## src/aat_pkg.sv

```systemverilog
// Shared constants, register indexes and pipeline control type for the box transform.
`default_nettype none
package aat_pkg;

    // Coefficient and configuration register geometry
    localparam int CoefWidth   = 32;
    localparam int CfgWidth    = 64;
    localparam int CfgIdxWidth = 3;
    localparam int NumAxes     = 3;

    // Default field format: signed Q16.16
    localparam int DefCoordWidth = 32;
    localparam int DefFracBits   = 16;

    // Pipeline depth: multiply, min/max, partial add, final add, saturate
    localparam int PipeStages = 5;
    localparam int LastStage  = PipeStages - 1;

    // Configuration register indexes
    localparam logic [CfgIdxWidth-1:0] RegRowXLo = 3'd0;
    localparam logic [CfgIdxWidth-1:0] RegRowXHi = 3'd1;
    localparam logic [CfgIdxWidth-1:0] RegRowYLo = 3'd2;
    localparam logic [CfgIdxWidth-1:0] RegRowYHi = 3'd3;
    localparam logic [CfgIdxWidth-1:0] RegRowZLo = 3'd4;
    localparam logic [CfgIdxWidth-1:0] RegRowZHi = 3'd5;

    // Reset values: identity transform in Q16.16
    localparam logic [CfgWidth-1:0] RstRowXLo = 64'h0001_0000_0000_0000;
    localparam logic [CfgWidth-1:0] RstRowXHi = 64'h0000_0000_0000_0000;
    localparam logic [CfgWidth-1:0] RstRowYLo = 64'h0000_0000_0001_0000;
    localparam logic [CfgWidth-1:0] RstRowYHi = 64'h0000_0000_0000_0000;
    localparam logic [CfgWidth-1:0] RstRowZLo = 64'h0000_0000_0000_0000;
    localparam logic [CfgWidth-1:0] RstRowZHi = 64'h0001_0000_0000_0000;

    // Per-stage load enables and valid bits
    typedef struct packed {
        logic [PipeStages-1:0] en;
        logic [PipeStages-1:0] v;
    } t_pipe_ctl;

endpackage
`default_nettype wire

```

## src/aat_pipe_ctrl.sv

```systemverilog
// Valid bits and per-stage load enables of the transform pipeline.
`default_nettype none
module aat_pipe_ctrl (
    input  wire                 i_clk,
    input  wire                 i_rst_n,
    input  wire                 i_in_valid,
    input  wire                 i_out_ready,
    output aat_pkg::t_pipe_ctl  o_ctl
);
    import aat_pkg::*;

    logic [PipeStages-1:0] r_v;
    logic [PipeStages-1:0] n_v;
    logic [PipeStages-1:0] w_en;

    // A stage loads when it is empty or its content moves on
    always_comb begin
        w_en[LastStage] = !r_v[LastStage] || i_out_ready;
        for (int k = LastStage - 1; k >= 0; k--) begin
            w_en[k] = !r_v[k] || w_en[k+1];
        end
    end

    // Valid bits follow their data
    always_comb begin
        n_v[0] = w_en[0] ? i_in_valid : r_v[0];
        for (int k = 1; k < PipeStages; k++) begin
            n_v[k] = w_en[k] ? r_v[k-1] : r_v[k];
        end
    end

    always_ff @(posedge i_clk) begin
        if (!i_rst_n) begin
            r_v <= '0;
        end else begin
            r_v <= n_v;
        end
    end

    assign o_ctl.en = w_en;
    assign o_ctl.v  = r_v;

    // Items in flight change only by transfers in and out
    a_count: assert property (@(posedge i_clk) disable iff (!i_rst_n)
        $past(i_rst_n) |->
            (int'($countones(r_v)) == int'($countones($past(r_v)))
                + int'($past(i_in_valid && w_en[0]))
                - int'($past(r_v[LastStage] && i_out_ready))))
        else $error("pipeline item count mismatch");

    // A full pipeline with a stalled output takes nothing in
    a_full: assert property (@(posedge i_clk) disable iff (!i_rst_n)
        (&r_v && !i_out_ready) |-> !w_en[0])
        else $error("input accepted while pipeline full and stalled");

    // A stalled result stays in place
    a_hold: assert property (@(posedge i_clk) disable iff (!i_rst_n)
        (r_v[LastStage] && !i_out_ready) |=> r_v[LastStage])
        else $error("stalled result lost");

endmodule
`default_nettype wire

```

## config.mk

```make
export PLATFORM = sky130hd
export DESIGN_NAME = aat_pipe_ctrl
export DESIGN_NICKNAME = d
export VERILOG_FILES = /design/src/aat_pkg.sv /design/src/aat_pipe_ctrl.sv
export SDC_FILE = /design/constraint.sdc
export NUM_CORES = 1
export LEC_CHECK = 0
export BUFFER_PORTS_ARGS = -buffer_cell sky130_fd_sc_hd__clkbuf_2
export CORE_AREA = 3 3 40 42
export CTS_CLUSTER_DIAMETER = 100
export DETAILED_ROUTE_END_ITERATION = 6
export DIE_AREA = 0 0 43 45
export SKIP_LAST_GASP = 1
export SLEW_MARGIN = 10
export SYNTH_ARGS = -nofsm -noshare
export SYNTH_HDL_FRONTEND = slang
export SYNTH_SLANG_ARGS = --single-unit
```

## constraint.sdc

```tcl
create_clock -name i_clk -period 2.56 [get_ports i_clk]
set_input_delay 0.256 -clock i_clk [delete_from_list [all_inputs] [get_ports i_clk]]
set_output_delay 0.256 -clock i_clk [all_outputs]
set_load 0.03 [all_outputs]
```

==> impl_metrics.toml, run 1 <==
[detailed_routing]
wl_per_cell_um = 9.41
drtIter0Drc = 2
antenna_left = 0
viasPerCell = 3.94
dr.pass1.iters = 2
drc = 0
wirelength_um = 508
dr_total_vias = 213

[finish]
num_antenna_cells = 0
regMostFlops = "r_v"
design_area_um2 = 313
reg.largest.list = "r_v: 5 flops"
fin_nets = 44
largest_register_ffs = 5
final.fill_count = 149
syn2layout_area_growth_pct = 54.3
drive_gt1_frac = 0.538

[sta]
skew_ns = 0.000831
relSlewSlack = 0.877
period_share = 0.555
setup_viol = 0
max_freq_mhz = 704
rsz0062_at_grt = "false"
timing.setup.tns_ns = 0
hold_viol = 0
tightest_slew_ns = 0.185
maxSlewViolCount = 0
period_needed_ns = 1.42

[grt]
grt_pass1_wl_um = 793
grt_max_degree = 8
grt_overflow = 0
grt_pass1_vias = 208
grt_antenna_before_repair = 0
grt_usage = 0.0667

[outcome]
outcome = "complete, no violations"

[floorplanning]
rows = 13
die_w_um = 43
die_y_um = 45
die_area_mm2 = 0.00194
pin_count = 14
core-area_mm2 = 0.00128
start_util = 0.158

[clocking]
cts_hold_buf = 0
h-tree-depth = 1
clock_path_buffers = 2
postCtsSetupBuffers = 0
cts_sinks = 5
cts_tree = "yes"
cts_root_buf = "clkbuf_4"
path_clk_slew_ns = 0.04
cts_buffers = 3
postCtsResizedCells = 0
insertion_delay_ns = 0.24

[yosys]
netlist_instances = 22
synthXorXnorAreaFrac = 0
yosysTopAreaCell = "dfxtp_1"
synth_cell_types = 11
yosysWarnings = 0
synth_area_um2 = 203
yosys.area.top_type_share = 0.494
synth_top_family_by_area = "simple AND/OR/NAND/NOR gates"
yosys.area_share.simple = 0.272
synth_area_per_cell_um2 = 9.21
synth-seq-cells = 5
synthAdderAreaFrac = 0
synthTopCellsByArea = "dfxtp_1 49%, o21a_1 11%, nand2_1 7.4%"
muxShareOfSynthArea = 0
synth_compound_area_frac = 0.179
yosysSeqAreaShare = 0.494
syn_nets = 26

[worst_setup_path]
path_class = "flip-flop to output pin"
cp.arrival_ns = 1.17
crit_required_ns = 2.30
critical_path.endpoint_type = "output pin"
crit_fanout = 4
cp-start-kind = "flip-flop"
r2r_slack_ns = 1.68

[place]
placed_area_um2 = 287
hpwl_um = 411
gp_congestion = 0.605
port_buffers = 13

[power]
ir_drop_mv = 0.148
p_per_area_mw_per_mm2 = 598
leakage_nw = 0.144

[worst_hold_path]
min_path_type = "input pin to flip-flop"

[run]
drv_cap = 0
-- cell families (layout without fill, tap and decap cells) --
kind of cell,Yosys count,after routing
AND/OR/NAND/NOR,9,9
buffers and inverters,3,20
AO/OA/AOI/OAI,5,5
flip-flops,5,5
-- Yosys cell counts --
cell / count
o21ai_2: 1
and4b_2: 1
o21a_1: 3
inv_1: 2
and3b_2: 1
inv_2: 1
and2b_2: 1
nand2_1: 4
o21ai_1: 1
dfxtp_1: 5
nand3_1: 2
-- critical path, stage by stage, from the launching register on --
cell and delay [ns]:
dfxtp_1 0.35, and4b_2 0.29, nand3_1 0.09, clkbuf_2 0.19
-- cells in the final DEF, fill, tap and decap left out, drive strengths merged --
cell type and instances:
clkbuf 17, dfxtp 5, nand2 4, o21a 3, inv 3, nand3 2, o21ai 2, and2b 1
and3b 1, and4b 1
-- through the flow --
stage | instances | util | hold WS [ns] | setup slack (ns) | total power [mW]
finish | 54 | 0.243 | 0.250 | 1.14 | 0.187
global route | 54 | 0.243 | 0.256 | 1.07 | 0.198
CTS | 54 | 0.243 | 0.243 | 1.11 | 0.192
detailed placement | 50 | 0.223 | 0.467 | 1.34 | 0.0991
global placement | 50 | 0.223 | 0.465 | 1.35 | 0.0988
floorplan | 22 | - | 0.371 | 1.21 | 0.0921
-- worst paths after layout --
check | startpoint | end | cells past startpoint
setup / recovery | r_v[4]$_SDFFE_PN0P_ | o_ctl[5] | 3
hold / removal | i_in_valid | r_v[0]$_SDFFE_PN0P_ | 3
setup reg to reg | r_v[4]$_SDFFE_PN0P_ | r_v[0]$_SDFFE_PN0P_ | 3
hold reg to reg | r_v[0]$_SDFFE_PN0P_ | r_v[1]$_SDFFE_PN0P_ | 2
-- layer usage --
layer | vias to the layer above | share of wire | GRT usage
met5 | - | 0 | 0
met3 | 2 | 0.11 | 0.0518
li1 | 107 | - | -
met1 | 96 | 0.33 | 0.0436
met2 | 8 | 0.53 | 0.102
met4 | 0 | 0.018 | 0.0904
-- where the power goes --
part / total, mW / internal [mW] / leakage, nW / switching (mW)
logic: 0.0146 / 0.00535 / 0.0883 / 0.00921
registers: 0.0831 / 0.0806 / 0.0409 / 0.00249
clock network: 0.0893 / 0.0588 / 0.0150 / 0.0304
-- layout make-up --
class | count | area [um^2] | share of cell area
repair buffers | 13 | 65.1 | 0.208
well taps | 15 | 18.8 | 0.0600
clock buffers | 4 | 26.3 | 0.0840
multi-input cells | 14 | 91.3 | 0.292
inverters | 3 | 11.3 | 0.0360
flip-flops and latches | 5 | 100 | 0.320
Note: power is estimated with default switching activity, not from simulation.
==> run 2, diff against run 1 <==
Clock period 2.56 ns to 1.3 ns, I/O delays scaled along.
==> impl_metrics.toml, run 2 (synthesis gave the netlist of run 1 again) <==
[finish]
regMostFlops = "r_v"
final_common_cell = "clkbuf_2"
design_area_um2 = 323
most-common-layout-cells = "12 x clkbuf_2, 4 x nand2_1, 3 x o21a_1, 3 x clkbuf_4, 3 x dfxtp_2"
syn2layout_area_growth_pct = 59.3
drive_gt1_frac = 0.615
largest_register_ffs = 5
reg.largest.list = "r_v: 5 flops"
fin_nets = 44
num_antenna_cells = 0

[floorplanning]
start_util = 0.158
die_area_mm2 = 0.00194
rows = 13
core-area_mm2 = 0.00128
pin_count = 14
die_w_um = 43
die_y_um = 45

[clocking]
cts_sinks = 5
clock_path_buffers = 2
path_clk_slew_ns = 0.04
h-tree-depth = 1
insertion_delay_ns = 0.24
cts_root_buf = "clkbuf_4"
cts_buffers = 3
cts_hold_buf = 0
cts_tree = "yes"

[power]
leakage_nw = 0.148
p_per_area_mw_per_mm2 = 1160
ir_drop_mv = 0.348

[detailed_routing]
wl_per_cell_um = 9.81
drtIter0Drc = 2
dr_total_vias = 218
antenna_left = 0
dr.pass1.iters = 2
drc = 0
viasPerCell = 4.04
wirelength_um = 530

[worst_setup_path]
cp_slowest_stage_delay_ns = 0.32
critical_path.endpoint_type = "output pin"
cp.arrival_ns = 1.11
path_class = "flip-flop to output pin"
cp-start-kind = "flip-flop"
crit_chain = "and4b_2 > inv_2 > clkbuf_2"
cp_slowest_cell = "dfxtp_2"
cpLargestDelayFamily = "flip-flops"
worst-path-buf-inv = 2
crit_fanout = 4
crit_required_ns = 1.17

[sta]
skew_ns = 0.0000531
hold_viol = 0
max_freq_mhz = 806
tightest_slew_ns = 0.187
period_share = 0.954
timing.setup.tns_ns = 0
period_needed_ns = 1.24
maxSlewViolCount = 0
rsz0062_at_grt = "false"
setup_viol = 0
relSlewSlack = 0.875

[place]
port_buffers = 13
hpwl_um = 390
gp_congestion = 0.586
placed_area_um2 = 287

[grt]
met1_usage = 0.0578
grt_overflow = 0
grt_antenna_before_repair = 0
grt_pass1_wl_um = 841
grt_usage = 0.0658
grt_pass1_vias = 216
top_usage_layer = "met4"
grt_max_degree = 8
use_met3 = 0.0438
grt_use_met2 = 0.0868

[run]
drv_cap = 0

[worst_hold_path]
min_path_type = "input pin to flip-flop"

[outcome]
outcome = "complete, no violations"
run 2: cell count changes in the layout (fill, tap and decap cells not counted), sizes merged:
cell    before  now
buf          0    1
clkbuf      17   16
run 2: final timing paths:
check	start	endpoint	slack [ns]	cells after the start
max	r_v[4]$_SDFFE_PN0P_	o_ctl[7]	0.06	3
min	i_in_valid	r_v[0]$_SDFFE_PN0P_	0.12	3
max reg2reg	r_v[2]$_SDFFE_PN0P_	r_v[0]$_SDFFE_PN0P_	0.42	3
min reg2reg	r_v[2]$_SDFFE_PN0P_	r_v[3]$_SDFFE_PN0P_	0.48	1
run 2: layout make-up:
| cell class | instances | area (um^2) |
|---|---|---|
| Sequential cell | 5 | 104 |
| Inverter | 3 | 11.3 |
| Fill cell | 151 | 962 |
| Timing Repair Buffer | 13 | 71.3 |
| Clock buffer | 4 | 26.3 |
| Multi-Input combinational cell | 14 | 91.3 |
| Tap cell | 15 | 18.8 |
run 2: layer usage:
metal | wire [um] | up-vias
met3 | 61 | 4
met1 | 197 | 99
met5 | 0 | -
li1 | - | 107
met2 | 251 | 8
met4 | 19 | 0
run 2: worst register-to-register path, delay by kind of cell, from the launching register on:
| family | cells | cell delay, ns |
|---|---|---|
| flops | 1 | 0.34 |
| buf+inv | 1 | 0.06 |
| compound gates | 1 | 0.14 |
| simple gates | 1 | 0.28 |
run 2: where the power goes:
| part | switching (mW) | internal [mW] | total [mW] |
|---|---|---|---|
| registers | 0.00471 | 0.159 | 0.164 |
| logic | 0.0183 | 0.0105 | 0.0289 |
| clock network | 0.0658 | 0.116 | 0.182 |
run 2: timing repair:
action | in CTS | in global routing
buffers inserted | 0 | 0
endpoints found under the setup margin | 1 | 3
gates resized for setup | 1 | 5
pin swaps | 0 | 1
run 2: through the flow:
step                instances  worst slack [ns]  hold WS (ns)  power [mW]  utilization
detailed placement         50             0.265         0.343       0.195        0.223
CTS                        54           0.00210         0.113       0.383        0.245
global placement           50             0.267         0.339       0.195        0.223
floorplan                  22            0.0784         0.245       0.181            -
finish                     54            0.0594         0.121       0.375        0.251
global route               54           0.00376         0.124       0.395        0.251
==> run 3, diff against run 2 <==
Settings changed: CTS_BUF_LIST set to sky130_fd_sc_hd__clkbuf_16.
==> impl_metrics.toml, run 3 (synthesis gave the netlist of run 1 again) <==
[outcome]
outcome = "complete, no violations"

[detailed_routing]
dr_total_vias = 202
drc = 0
wl_per_cell_um = 9.39
drtIter0Drc = 1
wirelength_um = 507
antenna_left = 0
viasPerCell = 3.74
dr.pass1.iters = 2

[finish]
drive_gt1_frac = 0.590
final_util = 0.288
regMostFlops = "r_v"
final.fill_count = 141
syn2layout_area_growth_pct = 82.7
num_antenna_cells = 0
fin_nets = 44
final_common_cell = "clkbuf_2"
design_area_um2 = 370
final_cells = 54
reg.largest.list = "r_v: 5 flops"
largest_register_ffs = 5
most-common-layout-cells = "12 x clkbuf_2, 4 x nand2_1"

[worst_setup_path]
crit_fanout = 4
cp_slowest_cell = "dfxtp_1"
cp.arrival_ns = 1.10
worst-path-buf-inv = 1
crit_required_ns = 1.17
cp.depth = 3
cpLargestDelayFamily = "simple AND/OR/NAND/NOR gates"
critical_path.endpoint_type = "output pin"
cp-start-kind = "flip-flop"
crit_chain = "and4b_2 > nand3_1 > buf_4"
cp_slowest_stage_delay_ns = 0.34
path_class = "flip-flop to output pin"
reg2reg_depth = 2

[sta]
tightest_slew_ns = 0.183
period_share = 0.949
timing.final.ws_setup_ns = 0.0663
max_freq_mhz = 811
relSlewSlack = 0.878
maxSlewViolCount = 0
whs_ns = 0.110
period_needed_ns = 1.23
skew_ns = 0.000458
setup_viol = 0
timing.setup.tns_ns = 0
rsz0062_at_grt = "false"
hold_viol = 0

[floorplanning]
die_y_um = 45
die_w_um = 43
die_area_mm2 = 0.00194
rows = 13
core-area_mm2 = 0.00128
start_util = 0.158
pin_count = 14

[place]
hpwl_um = 390
port_buffers = 13
dp_cells = 50
place_ws_ns = 0.265
placed_area_um2 = 287
gp_congestion = 0.586

[run]
drv_cap = 0

[grt]
grt_pass1_vias = 188
grt_antenna_before_repair = 0
grt_overflow = 0
grt_usage = 0.0633
grt_pass1_wl_um = 814
grt_max_degree = 8

[power]
ir_drop_mv = 0.545
p_per_area_mw_per_mm2 = 1850
p_total_mw = 0.685
internal_power_mw = 0.568
combPwrFrac = 0.042
leakage_nw = 0.173
pwr-share-clk = 0.719
power.share.sequential = 0.240
switchingPower_mw = 0.117
switching_share = 0.171

[clocking]
cts_root_buf = "clkbuf_16"
cts_buffers = 3
clock_path_buffers = 2
cts_hold_buf = 0
h-tree-depth = 1
cts_tree = "yes"
path_clk_slew_ns = 0.03
insertion_delay_ns = 0.22
cts_sinks = 5

[worst_hold_path]
hold_depth = 3
min_path_type = "input pin to flip-flop"
run 3: cell types whose count changed in the layout (fill, tap and decap cells not counted), sizes merged:
cell and change:
clkbuf -1, inv +1
run 3: layout make-up:
class / count / area [um^2] / area share
well taps: 15 / 18.8 / 0.0507
flip-flops and latches: 5 / 103 / 0.277
clock inverters: 1 / 3.75 / 0.0101
inverters: 3 / 11.3 / 0.0304
multi-input cells: 14 / 91.3 / 0.247
clock buffers: 3 / 75.1 / 0.203
repair buffers: 13 / 67.6 / 0.182
run 3: final timing paths:
kind	startpoint	to	slack, ns
worst min-delay path	i_in_valid	r_v[0]$_SDFFE_PN0P_	0.11
worst max register to register	r_v[4]$_SDFFE_PN0P_	r_v[2]$_SDFFE_PN0P_	0.43
worst min register to register	r_v[3]$_SDFFE_PN0P_	r_v[4]$_SDFFE_PN0P_	0.48
worst max-delay path	r_v[2]$_SDFFE_PN0P_	o_ctl[5]	0.07
run 3: worst reg2reg max path, cell delays in order, from the launching register on:
cell and delay [ns]:
dfxtp_2 0.32, and4b_2 0.27, o21a_1 0.17
run 3: per-layer routing:
layer  wire length [um]  global-route usage  vias up
met2                234              0.0749        6
met1                206              0.0676       88
met5                  0                   0        -
li1                   -                   -      106
met4                  9              0.0904        0
met3                 56              0.0319        2
run 3: what timing repair did:
| item | in CTS | in global routing |
|---|---|---|
| setup endpoints to repair | 0 | 2 |
| resized for setup | 0 | 5 |
| setup buffers | 0 | 0 |
run 3: power by group through the flow:
stage	registers, mW	clock network [mW]	logic, mW
6_report	0.164	0.492	0.0286
5_1_grt	0.165	0.513	0.0316
4_1_cts	0.164	0.502	0.0290
3_5_place_dp	0.166	0	0.0289
3_3_place_gp	0.166	0	0.0285
2_1_floorplan	0.175	0	0.00673
